<file path="config.mk">
export PLATFORM = sky130hd
export DESIGN_NAME = bresenham_line_stepper_unit
export DESIGN_NICKNAME = d
export VERILOG_FILES = /design/src/rtl/core/bls_pkg.sv /design/src/rtl/core/bresenham_line_stepper_unit.sv
export SDC_FILE = /design/constraint.sdc
export NUM_CORES = 1
export LEC_CHECK = 0
export ABC_AREA = 1
export BUFFER_PORTS_ARGS = -buffer_cell sky130_fd_sc_hd__buf_4
export CAP_MARGIN = 10
export CORE_MARGIN = 4
export CORE_UTILIZATION = 50
export CTS_CLUSTER_DIAMETER = 50
export DETAILED_ROUTE_END_ITERATION = 12
export GPL_TIMING_DRIVEN = 0
export PLACE_DENSITY = 0.76
export SETUP_SLACK_MARGIN = 0.4
export SLEW_MARGIN = 20
export SYNTH_ARGS = -nofsm -noshare
export SYNTH_HDL_FRONTEND = slang
export SYNTH_SLANG_ARGS = --single-unit
</file>
<file path="constraint.sdc">
create_clock -name i_clk -period 12.15 [get_ports i_clk]
set_clock_uncertainty 0.2 [all_clocks]
set_input_delay 2.43 -clock i_clk [delete_from_list [all_inputs] [get_ports i_clk]]
set_output_delay 2.43 -clock i_clk [all_outputs]
set_load 0.01 [all_outputs]
</file>
<file path="src/rtl/core/bls_pkg.sv">
// Package for the Bresenham line stepper: payload structs, widths and
// configuration register indexes. Depends on nothing.
package bls_pkg;

    localparam int COORD_BITS = 16;
    localparam int ERR_BITS   = COORD_BITS + 2;
    localparam int WIN_BITS   = 15;
    localparam int COLOR_BITS = 24;
    localparam int CFG_IDX_BITS = 1;

    localparam logic [CFG_IDX_BITS-1:0] REG_WINDOW_WIDTH  = 1'd0;
    localparam logic [CFG_IDX_BITS-1:0] REG_WINDOW_HEIGHT = 1'd1;

    localparam logic [WIN_BITS-1:0] WINDOW_WIDTH_RESET  = 15'd1920;
    localparam logic [WIN_BITS-1:0] WINDOW_HEIGHT_RESET = 15'd1080;

    localparam logic CMD_LOAD = 1'b0;
    localparam logic CMD_STEP = 1'b1;

    typedef logic signed [COORD_BITS-1:0] t_coord;
    typedef logic        [COORD_BITS-1:0] t_delta;
    typedef logic signed [ERR_BITS-1:0]   t_err;

    typedef struct packed {
        logic                  command;
        t_coord                x_start;
        t_coord                y_start;
        t_coord                x_end;
        t_coord                y_end;
        logic [COLOR_BITS-1:0] line_color;
    } t_in_item;

    typedef struct packed {
        t_coord                pixel_x;
        t_coord                pixel_y;
        logic [COLOR_BITS-1:0] pixel_color;
        logic                  last_pixel;
    } t_out_item;

endpackage

</file>
<file path="src/rtl/core/bresenham_line_stepper_unit.sv">
// Top level of the Bresenham line stepper: line setup, one step per transfer
// and an output register. Depends on bls_pkg.
//
//   channel   direction  handshake                    payload
//   in        input      i_in_valid / o_in_ready      i_in_data  (t_in_item)
//   out       output     o_out_valid / i_out_ready    o_out_data (t_out_item)
//   cfg       input      i_cfg_we                     i_cfg_index, i_cfg_data
//
// A pixel appears in the output register in the cycle after the step
// transfer that emits it. The output register sets the rate: a new
// command is taken whenever it is empty or being drained in the same cycle.
// Synchronous active-low reset clears the line state and the window to its
// defaults. A stall on the output holds the register and stops input.
module bresenham_line_stepper_unit
    import bls_pkg::*;
(
    input  logic                    i_clk,
    input  logic                    i_rst_n,
    input  logic                    i_in_valid,
    output logic                    o_in_ready,
    input  t_in_item                i_in_data,
    output logic                    o_out_valid,
    input  logic                    i_out_ready,
    output t_out_item               o_out_data,
    input  logic                    i_cfg_we,
    input  logic [CFG_IDX_BITS-1:0] i_cfg_index,
    input  logic [WIN_BITS-1:0]     i_cfg_data
);

    logic [WIN_BITS-1:0]   r_win_w, r_win_h;
    t_coord                r_cur_x, r_cur_y, r_tgt_x, r_tgt_y;
    t_coord                n_cur_x, n_cur_y, n_tgt_x, n_tgt_y;
    t_delta                r_dx, r_dy, n_dx, n_dy;
    t_err                  r_err, n_err;
    logic                  r_neg_x, r_neg_y, n_neg_x, n_neg_y;
    t_delta                r_steps, r_limit, n_steps, n_limit;
    logic [COLOR_BITS-1:0] r_color, n_color;
    logic                  r_active, n_active;
    logic                  r_out_valid;
    t_out_item             r_out;

    logic                  accept;
    logic                  emit;
    logic                  emit_last;
    logic                  walking;
    logic                  in_window;
    logic                  move_x, move_y;
    logic                  x_gt, y_gt;
    logic [COORD_BITS:0]   diff_x, diff_y;
    t_delta                abs_x, abs_y;
    logic [ERR_BITS:0]     err_sum;

    assign o_in_ready  = !r_out_valid || i_out_ready;
    assign accept      = i_in_valid && o_in_ready;
    assign o_out_valid = r_out_valid;
    assign o_out_data  = r_out;

    always_comb begin
        x_gt   = i_in_data.x_end > i_in_data.x_start;
        y_gt   = i_in_data.y_end > i_in_data.y_start;
        diff_x = {i_in_data.x_end[COORD_BITS-1], i_in_data.x_end}
               - {i_in_data.x_start[COORD_BITS-1], i_in_data.x_start};
        diff_y = {i_in_data.y_end[COORD_BITS-1], i_in_data.y_end}
               - {i_in_data.y_start[COORD_BITS-1], i_in_data.y_start};
        abs_x  = x_gt ? diff_x[COORD_BITS-1:0] : t_delta'(-diff_x);
        abs_y  = y_gt ? diff_y[COORD_BITS-1:0] : t_delta'(-diff_y);

        walking = ((r_cur_x != r_tgt_x) || (r_cur_y != r_tgt_y)) && (r_steps < r_limit);
        in_window = !r_cur_x[COORD_BITS-1] && (r_cur_x < $signed({1'b0, r_win_w}))
                 && !r_cur_y[COORD_BITS-1] && (r_cur_y < $signed({1'b0, r_win_h}));
        move_x  = r_err > -$signed({2'b00, r_dx});
        move_y  = r_err < $signed({2'b00, r_dy});
        err_sum = {r_err[ERR_BITS-1], r_err}
                - (move_x ? {3'b000, r_dy} : '0)
                + (move_y ? {3'b000, r_dx} : '0);

        n_cur_x  = r_cur_x;
        n_cur_y  = r_cur_y;
        n_tgt_x  = r_tgt_x;
        n_tgt_y  = r_tgt_y;
        n_dx     = r_dx;
        n_dy     = r_dy;
        n_err    = r_err;
        n_neg_x  = r_neg_x;
        n_neg_y  = r_neg_y;
        n_steps  = r_steps;
        n_limit  = r_limit;
        n_color  = r_color;
        n_active = r_active;
        emit      = 1'b0;
        emit_last = 1'b0;

        if (accept) begin
            if (i_in_data.command == CMD_LOAD) begin
                n_cur_x  = i_in_data.x_start;
                n_cur_y  = i_in_data.y_start;
                n_tgt_x  = i_in_data.x_end;
                n_tgt_y  = i_in_data.y_end;
                n_dx     = abs_x;
                n_dy     = abs_y;
                n_neg_x  = !x_gt;
                n_neg_y  = !y_gt;
                n_err    = (abs_x >= abs_y) ? t_err'({2'b00, abs_x >> 1})
                                            : -t_err'({2'b00, abs_y >> 1});
                n_limit  = (abs_x > abs_y) ? abs_x : abs_y;
                n_steps  = '0;
                n_color  = i_in_data.line_color;
                n_active = 1'b1;
            end else if (r_active) begin
                if (walking) begin
                    emit  = in_window;
                    n_err = err_sum[ERR_BITS-1:0];
                    if (move_x) begin
                        n_cur_x = r_neg_x ? r_cur_x - 1'b1 : r_cur_x + 1'b1;
                    end
                    if (move_y) begin
                        n_cur_y = r_neg_y ? r_cur_y - 1'b1 : r_cur_y + 1'b1;
                    end
                    n_steps = r_steps + 1'b1;
                end else begin
                    emit      = 1'b1;
                    emit_last = 1'b1;
                    n_active  = 1'b0;
                end
            end
        end
    end

    always_ff @(posedge i_clk) begin
        if (!i_rst_n) begin
            r_win_w     <= WINDOW_WIDTH_RESET;
            r_win_h     <= WINDOW_HEIGHT_RESET;
            r_cur_x     <= '0;
            r_cur_y     <= '0;
            r_tgt_x     <= '0;
            r_tgt_y     <= '0;
            r_dx        <= '0;
            r_dy        <= '0;
            r_err       <= '0;
            r_neg_x     <= 1'b0;
            r_neg_y     <= 1'b0;
            r_steps     <= '0;
            r_limit     <= '0;
            r_color     <= '0;
            r_active    <= 1'b0;
            r_out_valid <= 1'b0;
        end else begin
            if (i_cfg_we) begin
                unique case (i_cfg_index)
                    REG_WINDOW_WIDTH:  r_win_w <= i_cfg_data;
                    REG_WINDOW_HEIGHT: r_win_h <= i_cfg_data;
                    default: ;
                endcase
            end
            r_cur_x  <= n_cur_x;
            r_cur_y  <= n_cur_y;
            r_tgt_x  <= n_tgt_x;
            r_tgt_y  <= n_tgt_y;
            r_dx     <= n_dx;
            r_dy     <= n_dy;
            r_err    <= n_err;
            r_neg_x  <= n_neg_x;
            r_neg_y  <= n_neg_y;
            r_steps  <= n_steps;
            r_limit  <= n_limit;
            r_color  <= n_color;
            r_active <= n_active;
            if (emit) begin
                r_out_valid <= 1'b1;
            end else if (i_out_ready) begin
                r_out_valid <= 1'b0;
            end
        end
    end

    always_ff @(posedge i_clk) begin
        if (emit) begin
            r_out.pixel_x     <= r_cur_x;
            r_out.pixel_y     <= r_cur_y;
            r_out.pixel_color <= r_color;
            r_out.last_pixel  <= emit_last;
        end
    end

endmodule

</file>
==> impl_results.md <==
* Synth cell types at 55
* Max-cap violation count at 0
* IO Pins at 169
* Vias in the first global route at roughly 18000
* Buffers added on ports at 167
* Post-route core utilization at 0.592
* Design Power at between 3 and 4 mW
* Outcome: complete, no violations
* Asr flop ratio synth at 0
* CP Class: in2reg
* Main combinational cell family by area after synthesis: simple AND/OR/NAND/NOR gates
* Post-synthesis mux area share at 0
* Initial antenna violation count at 1
* Postcts setup bufs at 0
* Sequential-to-total area share from yosys stat at 0.320
* Max Fclk at between 100 and 150 MHz
* Compound-cell area share of the yosys netlist at 0.173
* Antenna cells at 0
* Max-slew violations at 0
* Global Route Usage Sum at 0.295
* Most frequent cells after synthesis: 523 x nand2_1, 373 x inv_1, 204 x dfxtp_1
* Clock Root Buffer: clkbuf_16
* Starting DRT DRC Count at 2012
* Average size of a mapped cell at between 7 and 8 sq um
* Die Y at approximately 200 microns
* CTS Buf Count at 35
* CP Launch Type: input pin
* CTS max path bufs at 3
* Synth Area in Adders at 0.144
* Max incr delay on CP at around 430 ps
* Routed WL at 58700 microns
* PostCTS Resize Cnt at 0
* Cell mode on critical path: inv_1
* Seq cells post-synth at 261
* RSZ-0062 raised after global routing: false
* Power Dens Cells at 170 nW/um^2
* Maximum VDD drop at approximately 130 uV
* GP Congestion at 1.02
* Area leader, netlist: dfxtp_1
* Leak at between 10 and 15 nW
* Final worst path period need at 7600 ps
* Simple-Gate Fraction of Synth Area at 0.228
* Die width at 198 microns
* Cts hold-fix bufs at 0
* Mapped Area at about 18000 sq um
* Congestion Overflow GR at 0
* Required @ worst endpoint at about 12000 ps
* Post-synth EDFFs at 57
* Worst-Margin Slew at 1120 ps
* First-pass GRT wire length at approximately 92000 microns
* CTS tree: built
* Slew headroom at 0.253
* Hold slack at roughly 230 ps
* Vias per cell at 5.73
* Placed insts at around 3100
* Fraction of layout cells with a size suffix above 1 at 0.105
* Synthesized net count at 2800
* Xor/xnor cell area share of the yosys netlist at 0.0411
* Initial DRT Pass Iterations at 6
* # DRC at 0
* Most common cell in the synthesized netlist: nand2_1
* Final period util at 0.625
* Routed Antenna Nets at 0
* Yosys warns at 0
* Area grow syn2layout at 16.8%
* Top post-synthesis cells by area: dfxtp_1 23%, ha_1 12%, nand2_1 11%
* Setup_tns at 0 ps
* Worst endpoint data arrival time at between 7000 and 8000 ps
* Fin. Hold Viols at 0
* Post-DP HPWL at 46500 microns
* Final setup fails at 0
* Largest net degree at the start of global routing at 58
* Clk Latency, worst-skew pair at 530 ps
* Syn Inst Count at 2494
* Slowest CP cell: fa_1
* Final-stage net count at roughly 3000
* Worst Hold Class: reg2reg
* Yosys top cell area share at 0.226
* Core ar. at 35700 sq um
* Fin cells at between 3000 and 4000
* Worst Path Max Fanout at 10
* Clock transition at the registers of the reported paths at approximately 50 ps
* DR vias at 18261
* Setup crit end kind: flop
* Total Die Area at 39300 sq um
* Ys flop type: dfxtp_1
* TritonCTS Sinks at around 260
* Wire per inst at 18.4 microns
* Initial Util at 0.507
* H-tree depth at 2
* Num rows at 69
==> registers in the layout, indices dropped and copies added (netlist names) <==
signal	flops
o_out_data	57
r_color	24
r_err	18
r_cur_x	16
r_cur_y	16
r_dx	16
r_dy	16
r_limit	16
r_steps	16
r_tgt_x	16
r_tgt_y	16
r_win_h	15
r_win_w	15
o_out_valid	1
r_active	1
r_neg_x	1
r_neg_y	1
==> critical path, delay by kind of cell <==
family | cells | cell delay (ps)
simple gates | 14 | 2430
compound gates | 5 | 860
xor+xnor | 1 | 200
fa+ha+maj | 3 | 890
buf+inv | 8 | 960
==> per-layer routing <==
metal / share of wire / vias to the layer above / GRT usage
met4: 0.047 / 2 / 0.121
met1: 0.41 / 8394 / 0.396
met2: 0.43 / 966 / 0.466
met5: 0.00034 / - / 0
li1: - / 8711 / -
met3: 0.11 / 188 / 0.0618
==> through the flow <==
| step | setup WS, ps | instance area [sq um] |
|---|---|---|
| finish | 4550 | 21100 |
| detailed placement | 4290 | 19900 |
| global route | 4070 | 21100 |
| floorplan | 5690 | 18100 |
| global placement | 4360 | 19900 |
| CTS | 4800 | 21100 |
==> final timing paths <==
check | startpoint | cells past startpoint | slack, ps | end
setup / recovery | i_in_data[40] | 31 | 4550 | r_err[14]
hold / removal | r_color[20] | 0 | 230 | o_out_data[21]
setup reg to reg | r_dx[0] | 33 | 4980 | r_err[16]
hold reg to reg | r_color[20] | 0 | 230 | o_out_data[21]
==> layout by cell type (no fill, tap or decap), types with 22 or more instances in the layout <==
cell       netlist  routed
clkbuf_16        0      36
a21oi_1        200     200
nand3_1        131     131
ha_1           176     176
nand4_1         28      28
xnor2_1         38      38
nor3_1          27      27
o21ai_0        175     175
dfxtp_1        204     204
nand2_1        523     522
inv_1          373     373
o22ai_1         38      38
nand2_2         25      25
a22o_1          51      51
xor2_1          47      47
edfxtp_1        57      57
buf_4            1     168
o211ai_1        22      22
clkbuf_1        59      65
nor2_1         190     190
==> power breakdown <==
part | switching (mW) | internal, mW | total (mW)
logic | 0.977 | 0.505 | 1.48
clock network | 0.418 | 0.632 | 1.05
registers | 0.0831 | 0.971 | 1.05
==> cell families after synthesis <==
| kind of cell | Yosys count |
|---|---|
| buffers and inverters | 449 |
| AND/OR/NAND/NOR | 965 |
| flip-flops | 261 |
| adder cells (fa/ha/maj) | 196 |
| XOR/XNOR | 85 |
| AO/OA/AOI/OAI | 538 |
==> final cells by class <==
class                           instances  area (sq um)
Multi-Input combinational cell       1784         10600
Inverter                              383          1440
Fill cell                            3216         14500
Sequential cell                       261          5800
Timing Repair Buffer                  167          1250
Tap cell                              461           577
Buffer                                 66           263
Clock buffer                           44           951
Clock inverter                         20           243
Note: power is estimated with default switching activity, not from simulation.
